`config.mk`:
```
export PLATFORM = sky130hd
export DESIGN_NAME = source_lexer_dfa_flat
export DESIGN_NICKNAME = d
export VERILOG_FILES = /design/src/rtl/srclex_pkg.sv /design/src/rtl/srclex_if.sv /design/src/rtl/srclex_scan.sv /design/src/rtl/srclex_obuf.sv /design/src/rtl/source_lexer_dfa.sv /design/src/flat_wrapper.sv
export SDC_FILE = /design/constraint.sdc
export NUM_CORES = 1
export LEC_CHECK = 0
export BUFFER_PORTS_ARGS = -buffer_cell sky130_fd_sc_hd__buf_4
export CORE_ASPECT_RATIO = 0.5
export CORE_UTILIZATION = 55
export DETAILED_ROUTE_END_ITERATION = 10
export GPL_TIMING_DRIVEN = 0
export PLACE_DENSITY_LB_ADDON = 0.05
export SLEW_MARGIN = 20
export SYNTH_ARGS = -nofsm -noshare
export SYNTH_HDL_FRONTEND = slang
export SYNTH_SLANG_ARGS = --single-unit
```
`constraint.sdc`:
```
create_clock -name clk -period 11.4 [get_ports clk]
set_input_delay 2.28 -clock clk [delete_from_list [all_inputs] [get_ports clk]]
set_output_delay 2.28 -clock clk [all_outputs]
set_load 0.01 [all_outputs]
```
`src/rtl/srclex_pkg.sv`:
```
package srclex_pkg;

    localparam int OFFSET_BITS   = 24;
    localparam int LINE_BITS     = 16;
    localparam int KIND_BITS     = 6;
    localparam int SPAN_BITS     = 24;
    localparam int LINE_OUT_BITS = 16;

    localparam logic [OFFSET_BITS-1:0] OFF_TOP  = {OFFSET_BITS{1'b1}};
    localparam logic [LINE_BITS-1:0]   LINE_TOP = {LINE_BITS{1'b1}};
    localparam logic [LINE_BITS-1:0]   LINE_ONE = LINE_BITS'(1);

    // source bytes
    localparam logic [7:0] CH_TAB    = 8'h09;
    localparam logic [7:0] CH_NL     = 8'h0A;
    localparam logic [7:0] CH_CR     = 8'h0D;
    localparam logic [7:0] CH_SPACE  = 8'h20;
    localparam logic [7:0] CH_QUOTE  = 8'h22;
    localparam logic [7:0] CH_HASH   = 8'h23;
    localparam logic [7:0] CH_DOLLAR = 8'h24;
    localparam logic [7:0] CH_PCT    = 8'h25;
    localparam logic [7:0] CH_LPAR   = 8'h28;
    localparam logic [7:0] CH_RPAR   = 8'h29;
    localparam logic [7:0] CH_STAR   = 8'h2A;
    localparam logic [7:0] CH_PLUS   = 8'h2B;
    localparam logic [7:0] CH_COMMA  = 8'h2C;
    localparam logic [7:0] CH_MINUS  = 8'h2D;
    localparam logic [7:0] CH_DOT    = 8'h2E;
    localparam logic [7:0] CH_SLASH  = 8'h2F;
    localparam logic [7:0] CH_0      = 8'h30;
    localparam logic [7:0] CH_9      = 8'h39;
    localparam logic [7:0] CH_COLON  = 8'h3A;
    localparam logic [7:0] CH_SEMI   = 8'h3B;
    localparam logic [7:0] CH_LT     = 8'h3C;
    localparam logic [7:0] CH_EQ     = 8'h3D;
    localparam logic [7:0] CH_GT     = 8'h3E;
    localparam logic [7:0] CH_QUEST  = 8'h3F;
    localparam logic [7:0] CH_AT     = 8'h40;
    localparam logic [7:0] CH_UP_A   = 8'h41;
    localparam logic [7:0] CH_UP_Z   = 8'h5A;
    localparam logic [7:0] CH_LSQ    = 8'h5B;
    localparam logic [7:0] CH_RSQ    = 8'h5D;
    localparam logic [7:0] CH_UNDER  = 8'h5F;
    localparam logic [7:0] CH_LO_A   = 8'h61;
    localparam logic [7:0] CH_LO_Z   = 8'h7A;
    localparam logic [7:0] CH_LCUR   = 8'h7B;
    localparam logic [7:0] CH_RCUR   = 8'h7D;

    typedef enum logic [KIND_BITS-1:0] {
        K_ID, K_LSQ, K_RSQ, K_SEMI, K_COMMA, K_LCUR, K_RCUR, K_COLON,
        K_LPAR, K_RPAR, K_MUL, K_MOD, K_EQEQ, K_ASSIGN, K_PLUS, K_INC, K_DEC,
        K_MINUS, K_LT, K_LE, K_NE, K_GT, K_GE, K_DIV, K_INT, K_DEC_NUM, K_STR,
        K_DOLLAR, K_AT, K_QUEST, K_HASH, K_EOF, K_ERR_BYTE, K_ERR_FLOAT,
        K_ERR_STR
    } kind_t;

    typedef enum logic [3:0] {
        S_START, S_IDENT, S_EQ, S_PLUS, S_MINUS, S_LT, S_GT, S_SLASH,
        S_LCOMM, S_BCOMM, S_BSTAR, S_INT, S_DOT, S_FRAC, S_STR
    } scan_state_t;

    typedef struct packed {
        kind_t                     kind;
        logic [SPAN_BITS-1:0]      span_start;
        logic [SPAN_BITS-1:0]      span_end;
        logic [LINE_OUT_BITS-1:0]  line;
    } token_rec_t;

    typedef struct packed {
        logic [1:0]  count;
        token_rec_t  rec0;
        token_rec_t  rec1;
    } scan_result_t;

endpackage

```
`src/rtl/srclex_if.sv`:
```
interface lex_char_if;
    logic       valid;
    logic       ready;
    logic [7:0] char_in;
    logic       end_of_source;

    modport source (output valid, output char_in, output end_of_source, input ready);
    modport sink (input valid, input char_in, input end_of_source, output ready);
endinterface

interface lex_token_if;
    logic                                  valid;
    logic                                  ready;
    logic [srclex_pkg::KIND_BITS-1:0]      token_kind;
    logic [srclex_pkg::SPAN_BITS-1:0]      span_start;
    logic [srclex_pkg::SPAN_BITS-1:0]      span_end;
    logic [srclex_pkg::LINE_OUT_BITS-1:0]  line_number;
    logic                                  last_of_run;

    modport source (output valid, output token_kind, output span_start, output span_end,
                    output line_number, output last_of_run, input ready);
    modport sink (input valid, input token_kind, input span_start, input span_end,
                  input line_number, input last_of_run, output ready);
endinterface

```
`src/rtl/srclex_scan.sv`:
```
module srclex_scan (
    input  logic                     clk,
    input  logic                     rst_n,
    input  logic                     load,
    input  logic [7:0]               char_in,
    input  logic                     end_of_source,
    output srclex_pkg::scan_result_t result
);
    import srclex_pkg::*;

    scan_state_t             state_reg, state_next;
    logic [OFFSET_BITS-1:0]  cur_reg, cur_next;
    logic [OFFSET_BITS-1:0]  tok_reg, tok_next;
    logic [LINE_BITS-1:0]    line_reg, line_next;

    logic [OFFSET_BITS-1:0]  off_inc;
    logic [LINE_BITS-1:0]    line_inc;
    logic                    c_alpha, c_digit, c_space, c_ident, c_nl;
    logic                    pend, pend_long, rescan, start_emit, tail_valid;
    kind_t                   pend_kind, start_kind;
    token_rec_t              rec_pend, rec_tail;

    assign off_inc  = (cur_reg == OFF_TOP) ? cur_reg : cur_reg + OFFSET_BITS'(1);
    assign line_inc = (line_reg == LINE_TOP) ? line_reg : line_reg + LINE_BITS'(1);

    assign c_alpha = (char_in >= CH_LO_A && char_in <= CH_LO_Z)
                   || (char_in >= CH_UP_A && char_in <= CH_UP_Z);
    assign c_digit = (char_in >= CH_0 && char_in <= CH_9);
    assign c_space = (char_in == CH_SPACE) || (char_in >= CH_TAB && char_in <= CH_CR);
    assign c_ident = c_alpha || c_digit || (char_in == CH_UNDER);
    assign c_nl    = (char_in == CH_NL);

    always_comb
    begin
        state_next = state_reg;
        cur_next   = cur_reg;
        tok_next   = tok_reg;
        line_next  = line_reg;
        pend       = 1'b0;
        pend_long  = 1'b0;
        pend_kind  = K_ID;
        rescan     = 1'b0;
        start_emit = 1'b0;
        start_kind = K_ERR_BYTE;

        if (end_of_source)
        begin
            // flush the pending token, then end of file
            pend = 1'b1;
            unique case (state_reg)
                S_IDENT: pend_kind = K_ID;
                S_EQ:    pend_kind = K_ASSIGN;
                S_PLUS:  pend_kind = K_PLUS;
                S_MINUS: pend_kind = K_MINUS;
                S_LT:    pend_kind = K_LT;
                S_GT:    pend_kind = K_GT;
                S_SLASH: pend_kind = K_DIV;
                S_INT:   pend_kind = K_INT;
                S_DOT:   pend_kind = K_ERR_FLOAT;
                S_FRAC:  pend_kind = K_DEC_NUM;
                S_STR:   pend_kind = K_ERR_STR;
                default: pend = 1'b0;
            endcase
            state_next = S_START;
            cur_next   = '0;
            tok_next   = '0;
            line_next  = LINE_ONE;
        end
        else
        begin
            unique case (state_reg)
                S_IDENT:
                begin
                    if (c_ident)
                        cur_next = off_inc;
                    else
                    begin
                        pend = 1'b1; pend_kind = K_ID; rescan = 1'b1;
                    end
                end
                S_EQ:
                begin
                    pend = 1'b1;
                    if (char_in == CH_EQ)
                    begin
                        pend_long = 1'b1; pend_kind = K_EQEQ;
                    end
                    else
                    begin
                        pend_kind = K_ASSIGN; rescan = 1'b1;
                    end
                end
                S_PLUS:
                begin
                    pend = 1'b1;
                    if (char_in == CH_PLUS)
                    begin
                        pend_long = 1'b1; pend_kind = K_INC;
                    end
                    else
                    begin
                        pend_kind = K_PLUS; rescan = 1'b1;
                    end
                end
                S_MINUS:
                begin
                    pend = 1'b1;
                    if (char_in == CH_MINUS)
                    begin
                        pend_long = 1'b1; pend_kind = K_DEC;
                    end
                    else
                    begin
                        pend_kind = K_MINUS; rescan = 1'b1;
                    end
                end
                S_LT:
                begin
                    pend = 1'b1;
                    priority if (char_in == CH_GT)
                    begin
                        pend_long = 1'b1; pend_kind = K_NE;
                    end
                    else if (char_in == CH_EQ)
                    begin
                        pend_long = 1'b1; pend_kind = K_LE;
                    end
                    else
                    begin
                        pend_kind = K_LT; rescan = 1'b1;
                    end
                end
                S_GT:
                begin
                    pend = 1'b1;
                    if (char_in == CH_EQ)
                    begin
                        pend_long = 1'b1; pend_kind = K_GE;
                    end
                    else
                    begin
                        pend_kind = K_GT; rescan = 1'b1;
                    end
                end
                S_SLASH:
                begin
                    priority if (char_in == CH_SLASH)
                    begin
                        cur_next = off_inc; state_next = S_LCOMM;
                    end
                    else if (char_in == CH_STAR)
                    begin
                        cur_next = off_inc; state_next = S_BCOMM;
                    end
                    else
                    begin
                        pend = 1'b1; pend_kind = K_DIV; rescan = 1'b1;
                    end
                end
                S_LCOMM:
                begin
                    cur_next = off_inc;
                    if (c_nl)
                    begin
                        line_next  = line_inc;
                        tok_next   = off_inc;
                        state_next = S_START;
                    end
                end
                S_BCOMM, S_BSTAR:
                begin
                    cur_next = off_inc;
                    if (state_reg == S_BSTAR && char_in == CH_SLASH)
                    begin
                        tok_next   = off_inc;
                        state_next = S_START;
                    end
                    else
                    begin
                        if (c_nl)
                            line_next = line_inc;
                        state_next = (char_in == CH_STAR) ? S_BSTAR : S_BCOMM;
                    end
                end
                S_INT:
                begin
                    priority if (c_digit)
                        cur_next = off_inc;
                    else if (char_in == CH_DOT)
                    begin
                        cur_next = off_inc; state_next = S_DOT;
                    end
                    else
                    begin
                        pend = 1'b1; pend_kind = K_INT; rescan = 1'b1;
                    end
                end
                S_DOT:
                begin
                    if (c_digit)
                    begin
                        cur_next = off_inc; state_next = S_FRAC;
                    end
                    else
                    begin
                        pend = 1'b1; pend_kind = K_ERR_FLOAT; rescan = 1'b1;
                    end
                end
                S_FRAC:
                begin
                    if (c_digit)
                        cur_next = off_inc;
                    else
                    begin
                        pend = 1'b1; pend_kind = K_DEC_NUM; rescan = 1'b1;
                    end
                end
                S_STR:
                begin
                    cur_next = off_inc;
                    if (char_in == CH_QUOTE)
                    begin
                        pend = 1'b1; pend_long = 1'b1; pend_kind = K_STR;
                    end
                end
                default: rescan = 1'b1;
            endcase

            if (pend_long)
            begin
                cur_next   = off_inc;
                state_next = S_START;
            end

            // scan the byte again from the start state
            if (rescan)
            begin
                state_next = S_START;
                tok_next   = cur_reg;
                cur_next   = off_inc;
                priority if (c_space)
                begin
                    tok_next = off_inc;
                    if (c_nl)
                        line_next = line_inc;
                end
                else if (c_alpha || char_in == CH_UNDER)
                    state_next = S_IDENT;
                else if (c_digit)
                    state_next = S_INT;
                else
                begin
                    start_emit = 1'b1;
                    unique case (char_in)
                        CH_LSQ:    start_kind = K_LSQ;
                        CH_RSQ:    start_kind = K_RSQ;
                        CH_SEMI:   start_kind = K_SEMI;
                        CH_COMMA:  start_kind = K_COMMA;
                        CH_LCUR:   start_kind = K_LCUR;
                        CH_RCUR:   start_kind = K_RCUR;
                        CH_COLON:  start_kind = K_COLON;
                        CH_LPAR:   start_kind = K_LPAR;
                        CH_RPAR:   start_kind = K_RPAR;
                        CH_STAR:   start_kind = K_MUL;
                        CH_PCT:    start_kind = K_MOD;
                        CH_DOLLAR: start_kind = K_DOLLAR;
                        CH_AT:     start_kind = K_AT;
                        CH_QUEST:  start_kind = K_QUEST;
                        CH_HASH:   start_kind = K_HASH;
                        CH_EQ:     begin start_emit = 1'b0; state_next = S_EQ;    end
                        CH_PLUS:   begin start_emit = 1'b0; state_next = S_PLUS;  end
                        CH_MINUS:  begin start_emit = 1'b0; state_next = S_MINUS; end
                        CH_LT:     begin start_emit = 1'b0; state_next = S_LT;    end
                        CH_GT:     begin start_emit = 1'b0; state_next = S_GT;    end
                        CH_SLASH:  begin start_emit = 1'b0; state_next = S_SLASH; end
                        CH_QUOTE:  begin start_emit = 1'b0; state_next = S_STR;   end
                        default:   start_kind = K_ERR_BYTE;
                    endcase
                end
            end
        end

        rec_pend.kind       = pend_kind;
        rec_pend.span_start = SPAN_BITS'(tok_reg);
        rec_pend.span_end   = pend_long ? SPAN_BITS'(off_inc) : SPAN_BITS'(cur_reg);
        rec_pend.line       = LINE_OUT_BITS'(line_reg);

        rec_tail.kind       = end_of_source ? K_EOF : start_kind;
        rec_tail.span_start = SPAN_BITS'(cur_reg);
        rec_tail.span_end   = end_of_source ? SPAN_BITS'(cur_reg) : SPAN_BITS'(off_inc);
        rec_tail.line       = LINE_OUT_BITS'(line_reg);

        tail_valid   = end_of_source || start_emit;
        result.count = {1'b0, pend} + {1'b0, tail_valid};
        result.rec0  = pend ? rec_pend : rec_tail;
        result.rec1  = rec_tail;
    end

    always_ff @(posedge clk or negedge rst_n)
    begin
        if (!rst_n)
        begin
            state_reg <= S_START;
            cur_reg   <= '0;
            tok_reg   <= '0;
            line_reg  <= LINE_ONE;
        end
        else if (load)
        begin
            state_reg <= state_next;
            cur_reg   <= cur_next;
            tok_reg   <= tok_next;
            line_reg  <= line_next;
        end
    end

endmodule

```
`src/rtl/srclex_obuf.sv`:
```
module srclex_obuf (
    input  logic                     clk,
    input  logic                     rst_n,
    input  logic                     load,
    input  srclex_pkg::scan_result_t result,
    output logic                     can_accept,
    lex_token_if.source              tokens
);
    import srclex_pkg::*;

    logic [1:0]  cnt_reg, cnt_next;
    logic        head_reg, head_next;
    token_rec_t  rec0_reg, rec1_reg;
    token_rec_t  head_rec;
    logic        drain;

    assign drain      = tokens.valid && tokens.ready;
    assign can_accept = (cnt_reg == 2'd0) || (cnt_reg == 2'd1 && tokens.ready);

    always_comb
    begin
        cnt_next  = cnt_reg;
        head_next = head_reg;
        if (drain)
        begin
            if (cnt_reg == 2'd2)
            begin
                cnt_next  = 2'd1;
                head_next = 1'b1;
            end
            else
                cnt_next = 2'd0;
        end
        if (load && result.count != 2'd0)
        begin
            cnt_next  = result.count;
            head_next = 1'b0;
        end
    end

    always_ff @(posedge clk or negedge rst_n)
    begin
        if (!rst_n)
        begin
            cnt_reg  <= 2'd0;
            head_reg <= 1'b0;
        end
        else
        begin
            cnt_reg  <= cnt_next;
            head_reg <= head_next;
        end
    end

    // hold the records of one item until both are taken
    always_ff @(posedge clk)
    begin
        if (load && result.count != 2'd0)
        begin
            rec0_reg <= result.rec0;
            rec1_reg <= result.rec1;
        end
    end

    assign head_rec           = head_reg ? rec1_reg : rec0_reg;
    assign tokens.valid       = (cnt_reg != 2'd0);
    assign tokens.token_kind  = head_rec.kind;
    assign tokens.span_start  = head_rec.span_start;
    assign tokens.span_end    = head_rec.span_end;
    assign tokens.line_number = head_rec.line;
    assign tokens.last_of_run = (cnt_reg == 2'd1);

endmodule

```
`src/rtl/source_lexer_dfa.sv`:
```
// Streaming lexical scanner: one source byte per input item (or an end marker), token
// records out (kind, byte span, line, last-of-run flag). An item that produces no
// record or one record is taken every cycle unless the token port is back-pressured;
// an item that ends a pending token and starts a one-byte token, or the end marker
// after a pending token, gives two records, and the next item waits until the second
// has left. The scanner state advances on acceptance; the records of an item wait in
// a two-entry result buffer, and the next item is taken in the same cycle that the
// last buffered record leaves. The end marker flushes, emits end of file and returns
// the offsets to 0 and the line count to 1; offsets and line count saturate.
module source_lexer_dfa (
    input  logic        clk,
    input  logic        rst_n,
    lex_char_if.sink    chars,
    lex_token_if.source tokens
);
    import srclex_pkg::*;

    scan_result_t  result;
    logic          can_accept;
    logic          load;

    assign chars.ready = can_accept;
    assign load        = chars.valid && chars.ready;

    srclex_scan u_scan (
        .clk           (clk),
        .rst_n         (rst_n),
        .load          (load),
        .char_in       (chars.char_in),
        .end_of_source (chars.end_of_source),
        .result        (result)
    );

    srclex_obuf u_obuf (
        .clk        (clk),
        .rst_n      (rst_n),
        .load       (load),
        .result     (result),
        .can_accept (can_accept),
        .tokens     (tokens)
    );

endmodule

```
`src/flat_wrapper.sv`:
```
// flat-port wrapper written by rule: the top's interface ports become plain ports
module source_lexer_dfa_flat import srclex_pkg::*;
  (clk, rst_n, chars_valid, chars_char_in, chars_end_of_source, chars_ready, tokens_valid, tokens_token_kind, tokens_span_start, tokens_span_end, tokens_line_number, tokens_last_of_run, tokens_ready);
  lex_char_if chars_i ();
  lex_token_if tokens_i ();
  input  logic clk;
  input  logic rst_n;
  input wire logic [$bits(chars_i.valid)-1:0] chars_valid;
  input wire logic [$bits(chars_i.char_in)-1:0] chars_char_in;
  input wire logic [$bits(chars_i.end_of_source)-1:0] chars_end_of_source;
  output wire logic [$bits(chars_i.ready)-1:0] chars_ready;
  output wire logic [$bits(tokens_i.valid)-1:0] tokens_valid;
  output wire logic [$bits(tokens_i.token_kind)-1:0] tokens_token_kind;
  output wire logic [$bits(tokens_i.span_start)-1:0] tokens_span_start;
  output wire logic [$bits(tokens_i.span_end)-1:0] tokens_span_end;
  output wire logic [$bits(tokens_i.line_number)-1:0] tokens_line_number;
  output wire logic [$bits(tokens_i.last_of_run)-1:0] tokens_last_of_run;
  input wire logic [$bits(tokens_i.ready)-1:0] tokens_ready;
  assign chars_i.valid = chars_valid;
  assign chars_i.char_in = chars_char_in;
  assign chars_i.end_of_source = chars_end_of_source;
  assign chars_ready = chars_i.ready;
  assign tokens_valid = tokens_i.valid;
  assign tokens_token_kind = tokens_i.token_kind;
  assign tokens_span_start = tokens_i.span_start;
  assign tokens_span_end = tokens_i.span_end;
  assign tokens_line_number = tokens_i.line_number;
  assign tokens_last_of_run = tokens_i.last_of_run;
  assign tokens_i.ready = tokens_ready;
  source_lexer_dfa u_core (.clk(clk), .rst_n(rst_n), .chars(chars_i), .tokens(tokens_i));
endmodule
```
==> flow_summary_export.csv, run 1 <==
group,metric,value,unit
outcome,status,"complete, no violations",
placement,gp_congestion,0.914,
pwr,p_sw_share,37.8,%
clock_network,cts_hold_buf,0,
clock_network,clkTransAtPathRegs,0.08,ns
sta,hold_viol,0,
detailed_routing,drt-total-wl,30.5,mm
pwr,p_clk_share,22.3,%
yosys,synthMuxAreaShare,9.22,%
layout,area_delta_synth_final,15.5,%
min_path,holdPathEnd,"u_core.u_obuf.rec1_reg[59]$_DFFE_PP_",
global_routing,grt_pass1_wl,46.9,mm
pwr,power_frac_comb,41.0,%
min_path,hold_path_depth,0,
floorplanning,initial_core_util,56.6,%
yosys,synthAdderAreaFrac,0.450,%
yosys,syn_inst,1068,
sta,clock.fmax,156,MHz
yosys,syn_area,11100,µm²
global_routing,grt_pass1_vias,8389,
sta,slew-limit-headroom,20.7,%
min_path,hold_class,"reg -> reg",
worst_setup_path,crit_required,11.55,ns
sta,fin_skew,0.0124,ns
worst_setup_path,crit_type,"in -> reg",
yosys,syn_avg_cell_area,10.4,µm²
floorplanning,rows,36,
worst_setup_path,critPathTopFamily,"compound AO/OA/AOI/OAI gates",
layout,antenna_cells,0,
sta,drv_slew,0,
clock_network,clock-sinks,195,
pwr,p_int,1.69,mW
worst_setup_path,ff2ff_path_depth,14,
floorplanning,die_area,20800,µm²
pwr,p_leak,4.96,nW
detailed_routing,vias,8953,
clock_network,cts_resized,0,
sta,tightest_slew,1.18,ns
placement,dp_hpwl,21.3,mm
min_path,hold_path_startpoint,"u_core.u_scan.cur_reg[19]$_DFFE_PN0P_",
clock_network,root_buffer,"clkbuf_16",
detailed_routing,viasPerCell,6.15,
layout,final_common_cell,"nand2_1",
worst_setup_path,worst_ep_arrival_time,6.56,ns
sta,setup_viol,0,
floorplanning,die_w,203,µm
sta,finalCriticalPeriod,6.41,ns
worst_setup_path,end_kind,"flop",
yosys,yosys_warnings,0,
worst_setup_path,cp_num_buf_inv,6,
pwr,power_density,212,nW/µm²
global_routing,grt_overflow,0,
yosys,synthFlopType,"edfxtp_1",
yosys,synth_top_family_by_area,"simple AND/OR/NAND/NOR gates",
detailed_routing,post-route-drc-count,0,
pwr,peakVddDrop,0.000147,V
pwr,power,2.72,mW
worst_setup_path,crit_fanout,29,
job,maxCapViolCount,0,
clock_network,cts_tree,"built",
worst_setup_path,reg2reg_to,"u_core.u_obuf.rec1_reg[24]$_DFFE_PP_",
worst_setup_path,r2r-start,"u_core.u_scan.state_reg[1]$_DFFE_PN0P_",
floorplanning,core,19600,µm²
worst_setup_path,worst_setup_path_start_kind,"input pin",
detailed_routing,post_drt_wl_per_cell,20.9,µm
yosys,synth-edff-count,124,
pwr,power.net_switching,1.03,mW
global_routing,grt_max_degree,72,
clock_network,post_cts_buffers,0,
floorplanning,die_y,103,µm
sta,rsz0062_at_grt,"no",
clock_network,htreeDepth,4,
placement,port_buffers,84,
sta,post-route-period-util,56.3,%
worst_setup_path,worst_path_max_delay_cell,"a211oi_1",
yosys,synth-xor-area-share,5.43,%
detailed_routing,first_pass_iters,5,
clock_network,clk_latency,0.45,ns
detailed_routing,route.antenna.remaining_nets,0,
global_routing,antenna_found_initial,0,
layout,nets,1194,
yosys,syn-num-nets,1085,
sta,whs,0.443,ns
detailed_routing,drtIter0Drc,885,
layout,largest_reg_flops,70,
clock_network,clockBufferDepth,2,
yosys,synth-simple-area-share,16.2,%
layout,final_layout_size_suffix_gt1_share,21.8,%
global_routing,grt_usage,30.0,%
worst_setup_path,slowest_delay,0.68,ns
clock_network,cts_buffers,17,
layout,final_cell_mix,"nand2_1, edfxtp_1, buf_4, dfrtp_1, nor2_1",
yosys,ys_ff_latch,195,
layout,fill_cells,1550,
floorplanning,ioPinCount,86,
yosys,yosysSeqAreaShare,49.5,%
worst_setup_path,reg2reg_slack,6.91,ns
worst_setup_path,path_cells,"buf_4 -> buf_2 -> nand4bb_1 -> clkbuf_1 -> a21oi_1 -> a211oi_1 -> a32oi_2 -> a21boi_2 -> and2_1 -> a21oi_1 -> ha_1 -> nor2_4 -> buf_16 -> buf_12 -> buf_12",
yosys,synth_cell_types,84,
yosys,ys_async_sr_fraction,36.4,%
sta,fin_setup_tns,0,ns
yosys,synth_compound_area_share,14.4,%
pwr,seqPwrFrac,36.7,%
-- cell type report --
cell class	count	area, µm²	area share [%]
Buffer	101	477	3.71
Clock buffer	17	425	3.31
Clock inverter	15	176	1.37
Inverter	16	60.1	0.468
Multi-Input combinational cell	756	5090	39.6
Sequential cell	195	5500	42.8
Tap cell	266	333	2.59
Timing Repair Buffer	90	781	6.08
-- kinds of logic (layout without fill, tap and decap cells) --
| logic type | after synthesis | in the layout |
|---|---|---|
| compound gates | 229 | 229 |
| xor+xnor | 69 | 69 |
| fa+ha+maj | 4 | 4 |
| buf+inv | 117 | 239 |
| flops | 195 | 195 |
| mux | 85 | 85 |
| simple gates | 369 | 369 |
-- stage by stage --
step           area, µm²  instances  worst slack [ns]  utilization [%]
6_report           12800       1456              4.99             65.4
5_1_grt            12800       1456              4.77             65.4
4_1_cts            12800       1455              5.04             65.3
3_5_place_dp       12200       1423              4.55             62.2
3_3_place_gp       12100       1418             -1.82             61.5
2_1_floorplan      11100       1068              1.28                -
-- power groups by stage --
stage	registers [mW]	clock network, mW	logic (mW)
after floorplan	1.02	0	0.673
after global placement	1.04	0	1.06
after detailed placement	1.01	0	1.10
after CTS	1.00	0.610	1.11
after global routing	1.02	0.639	1.19
final	0.999	0.605	1.12
-- worst register-to-register path, delay by kind of cell, from the launching register on --
kind / cells / cell delay [ns]
buffers and inverters: 6 / 1.44
adder cells (fa/ha/maj): 1 / 0.27
flip-flops: 1 / 0.37
AO/OA/AOI/OAI: 3 / 0.86
AND/OR/NAND/NOR: 4 / 1.23
-- layer usage --
layer / global-route usage, % / up-vias / share of wire (%)
met2: 47.3 / 390 / 45
met4: 8.91 / 0 / 1.4
li1: - / 4114 / -
met3: 4.55 / 34 / 7.5
met1: 43.5 / 4415 / 46
met5: 0 / - / 0
-- worst max-delay path by stage --
stage	from	to	slack, ns	cells past startpoint
2_1_floorplan	chars_char_in[7]	u_core.u_obuf.cnt_reg[1]$_DFFE_PN0P_	1.28	12
3_3_place_gp	chars_char_in[7]	u_core.u_obuf.cnt_reg[1]$_DFFE_PN0P_	-1.82	13
3_5_place_dp	chars_char_in[7]	u_core.u_obuf.rec1_reg[24]$_DFFE_PP_	4.55	15
4_1_cts	chars_char_in[7]	u_core.u_obuf.rec1_reg[24]$_DFFE_PP_	5.04	15
5_1_grt	chars_char_in[7]	u_core.u_obuf.rec0_reg[24]$_DFFE_PP_	4.77	15
6_report	chars_char_in[7]	u_core.u_obuf.rec1_reg[24]$_DFFE_PP_	4.99	15
-- cells in the mapped netlist, drive strengths merged (9+ instances only) --
cell type  instances  share of area [%]
nand3             42                1.9
nor2              68                2.3
xnor2             54                4.3
edfxtp           124                 33
nand2b            13               0.73
a31oi              9               0.51
clkbuf            65                2.2
nand2            136                4.6
o21ai             62                2.9
xor2              15                1.2
nand4             11               0.62
o31ai             19                1.3
a22o              26                2.0
mux2              80                8.8
inv               16               0.54
dfrtp             70                 16
a21oi             36                1.7
nor3              25                1.2
buf               36                2.1
and3              21                1.2
(Power assumes the default switching activity.)
==> inputs of run 2 (changes only) <==
Clock period 11.4 ns to 6.4 ns, I/O delays scaled along.
==> run 2 against run 1 <==
Worst hold slack improved by 0.0028 ns. Via count increased by 0.88%. Largest cell class unchanged. Cell area decreased by 0.20%. Die area unchanged. Critical endpoint is now u_core.u_obuf.rec1_reg[31]$_DFFE_PP_.
==> flow_summary_export.csv, run 2 (synthesized netlist as in run 1, its figures left out) <==
group,metric,value,unit
outcome,status,"complete, no violations",
floorplanning,rows,36,
floorplanning,initial_core_util,56.6,%
global_routing,grt_pass1_wl,47.5,mm
pwr,p_leak,4.95,nW
floorplanning,core,19600,µm²
clock_network,clock-sinks,195,
clock_network,cts_tree,"built",
detailed_routing,viasPerCell,6.20,
sta,finalCriticalPeriod,5.39,ns
clock_network,cts_hold_buf,0,
floorplanning,die_y,103,µm
global_routing,grt_overflow,0,
floorplanning,ioPinCount,86,
pwr,p_clk_share,22.7,%
layout,final_cells,1456,
clock_network,clk_latency,0.44,ns
layout,final_common_cell,"nand2_1",
pwr,power.net_switching,1.80,mW
worst_setup_path,crit_path_frequent_cell,"a21oi_1",
pwr,power,4.88,mW
worst_setup_path,cp_num_buf_inv,5,
detailed_routing,first_pass_iters,6,
detailed_routing,post-route-drc-count,0,
worst_setup_path,worst_ep_arrival_time,5.53,ns
clock_network,cts_buffers,17,
pwr,peakVddDrop,0.000294,V
worst_setup_path,path_cells,"buf_4 -> buf_2 -> nand4bb_1 -> clkbuf_1 -> a21oi_1 -> a211oi_1 -> a32oi_2 -> a21boi_2 -> and2_1 -> a21oi_1 -> ha_1 -> nor2_4 -> buf_16 -> buf_12",
pwr,p_int,3.08,mW
global_routing,grt_pass1_vias,8546,
sta,post-route-period-util,84.2,%
clock_network,cts_resized,0,
placement,post-place-ws,0.620,ns
sta,slew-limit-headroom,31.8,%
clock_network,htreeDepth,4,
placement,gp_congestion,0.935,
sta,rsz0062_at_grt,"no",
clock_network,post_cts_buffers,0,
detailed_routing,drtIter0Drc,837,
layout,final_layout_size_suffix_gt1_share,21.6,%
placement,port_buffers,84,
clock_network,root_buffer,"clkbuf_16",
sta,clock.fmax,186,MHz
layout,fill_cells,1572,
global_routing,grt_usage,30.1,%
layout,final_cell_mix,"nand2_1, edfxtp_1, buf_4, dfrtp_1, nor2_1",
sta,setup_viol,0,
sta,drv_slew,0,
worst_setup_path,crit_type,"in -> reg",
detailed_routing,route.antenna.remaining_nets,0,
clock_network,clockBufferDepth,2,
pwr,power_frac_comb,40.7,%
layout,largest_reg_flops,70,
sta,fin_skew,0.00952,ns
sta,tightest_slew,1.02,ns
job,maxCapViolCount,0,
worst_setup_path,crit_required,6.54,ns
detailed_routing,post_drt_wl_per_cell,21.1,µm
min_path,hold_class,"reg -> reg",
layout,area_delta_synth_final,15.3,%
detailed_routing,drt-total-wl,30.7,mm
detailed_routing,vias,9032,
global_routing,antenna_found_initial,1,
global_routing,grt_max_degree,72,
worst_setup_path,worst_path_max_delay_cell,"a211oi_1",
sta,hold_viol,0,
worst_setup_path,worst_setup_path_start_kind,"input pin",
placement,dp_hpwl,21.3,mm
pwr,power_density,381,nW/µm²
placement,placed_cells,1423,
pwr,p_sw_share,37.0,%
worst_setup_path,critPathTopFamily,"compound AO/OA/AOI/OAI gates",
worst_setup_path,end_kind,"flop",
floorplanning,die_area,20800,µm²
clock_network,clkTransAtPathRegs,0.08,ns
pwr,seqPwrFrac,36.6,%
worst_setup_path,slowest_delay,0.69,ns
sta,fin_ws,1.01,ns
floorplanning,die_w,203,µm
worst_setup_path,crit_fanout,29,
layout,nets,1193,
## run 2: changes by cell type in the layout (fill, tap and decap cells not counted), sizes merged
cell and delta:
bufinv +2, inv -2, buf -1, clkinv +1, clkinvlp -1, diode +1
## run 2: through the flow
stage	hold WS (ns)	area [µm²]	TNS [ns]	utilization, %
4_1_cts	0.450	12800	0	65.3
6_report	0.446	12800	0	65.3
3_5_place_dp	0.433	12200	0	62.2
2_1_floorplan	0.423	11100	0	-
3_3_place_gp	0.428	12100	-130.92	61.6
5_1_grt	0.463	12800	0	65.3
## run 2: worst paths after layout
| check | start | end | slack, ns | cells after the start |
|---|---|---|---|---|
| worst min-delay path | u_core.u_scan.cur_reg[21]$_DFFE_PN0P_ | u_core.u_obuf.rec1_reg[61]$_DFFE_PP_ | 0.45 | 0 |
| worst max-delay path | chars_char_in[7] | u_core.u_obuf.rec1_reg[31]$_DFFE_PP_ | 1.01 | 14 |
| min in group asynchronous | rst_n | u_core.u_obuf.cnt_reg[0]$_DFFE_PN0P_ | 0.95 | 1 |
| worst max register to register | u_core.u_scan.state_reg[1]$_DFFE_PN0P_ | u_core.u_obuf.rec1_reg[31]$_DFFE_PP_ | 2.00 | 13 |
| worst min register to register | u_core.u_scan.cur_reg[21]$_DFFE_PN0P_ | u_core.u_obuf.rec1_reg[61]$_DFFE_PP_ | 0.45 | 0 |
| max in group asynchronous | rst_n | u_core.u_scan.tok_reg[13]$_DFFE_PN0P_ | 4.72 | 1 |
## run 2: power by group through the flow
| stage | logic, mW | registers [mW] | clock network [mW] |
|---|---|---|---|
| floorplan | 1.20 | 1.79 | 0 |
| global placement | 1.88 | 1.82 | 0 |
| detailed placement | 1.96 | 1.81 | 0 |
| CTS | 1.97 | 1.79 | 1.12 |
| global route | 2.12 | 1.81 | 1.17 |
| finish | 1.99 | 1.78 | 1.11 |
## run 2: layer usage
metal | track usage (%) | wire, µm | up-vias
met5 | 0 | 0 | -
met1 | 43.0 | 13800 | 4443
met2 | 47.0 | 13800 | 435
met4 | 9.72 | 555 | 0
li1 | - | - | 4103
met3 | 5.69 | 2590 | 51
## run 2: worst register-to-register path, cell delays in order, from the launching register on
cell,delay [ns]
dfrtp_1,0.36
clkbuf_1,0.23
inv_1,0.13
clkbuf_1,0.40
nand2_1,0.18
nor3_1,0.32
a32oi_2,0.19
a21boi_2,0.56
and2_1,0.26
a21oi_1,0.16
ha_1,0.29
nor2_4,0.54
buf_16,0.26
buf_12,0.22
## run 2: area by class of cell
type | count | area, µm² | share of cell area (%)
well taps | 266 | 333 | 2.60
multi-input cells | 756 | 5090 | 39.7
flip-flops and latches | 195 | 5500 | 42.9
diodes | 1 | 2.50 | 0.0195
clock buffers | 17 | 425 | 3.32
inverters | 16 | 60.1 | 0.468
plain buffers | 101 | 477 | 3.72
repair buffers | 89 | 753 | 5.88
clock inverters | 15 | 173 | 1.35
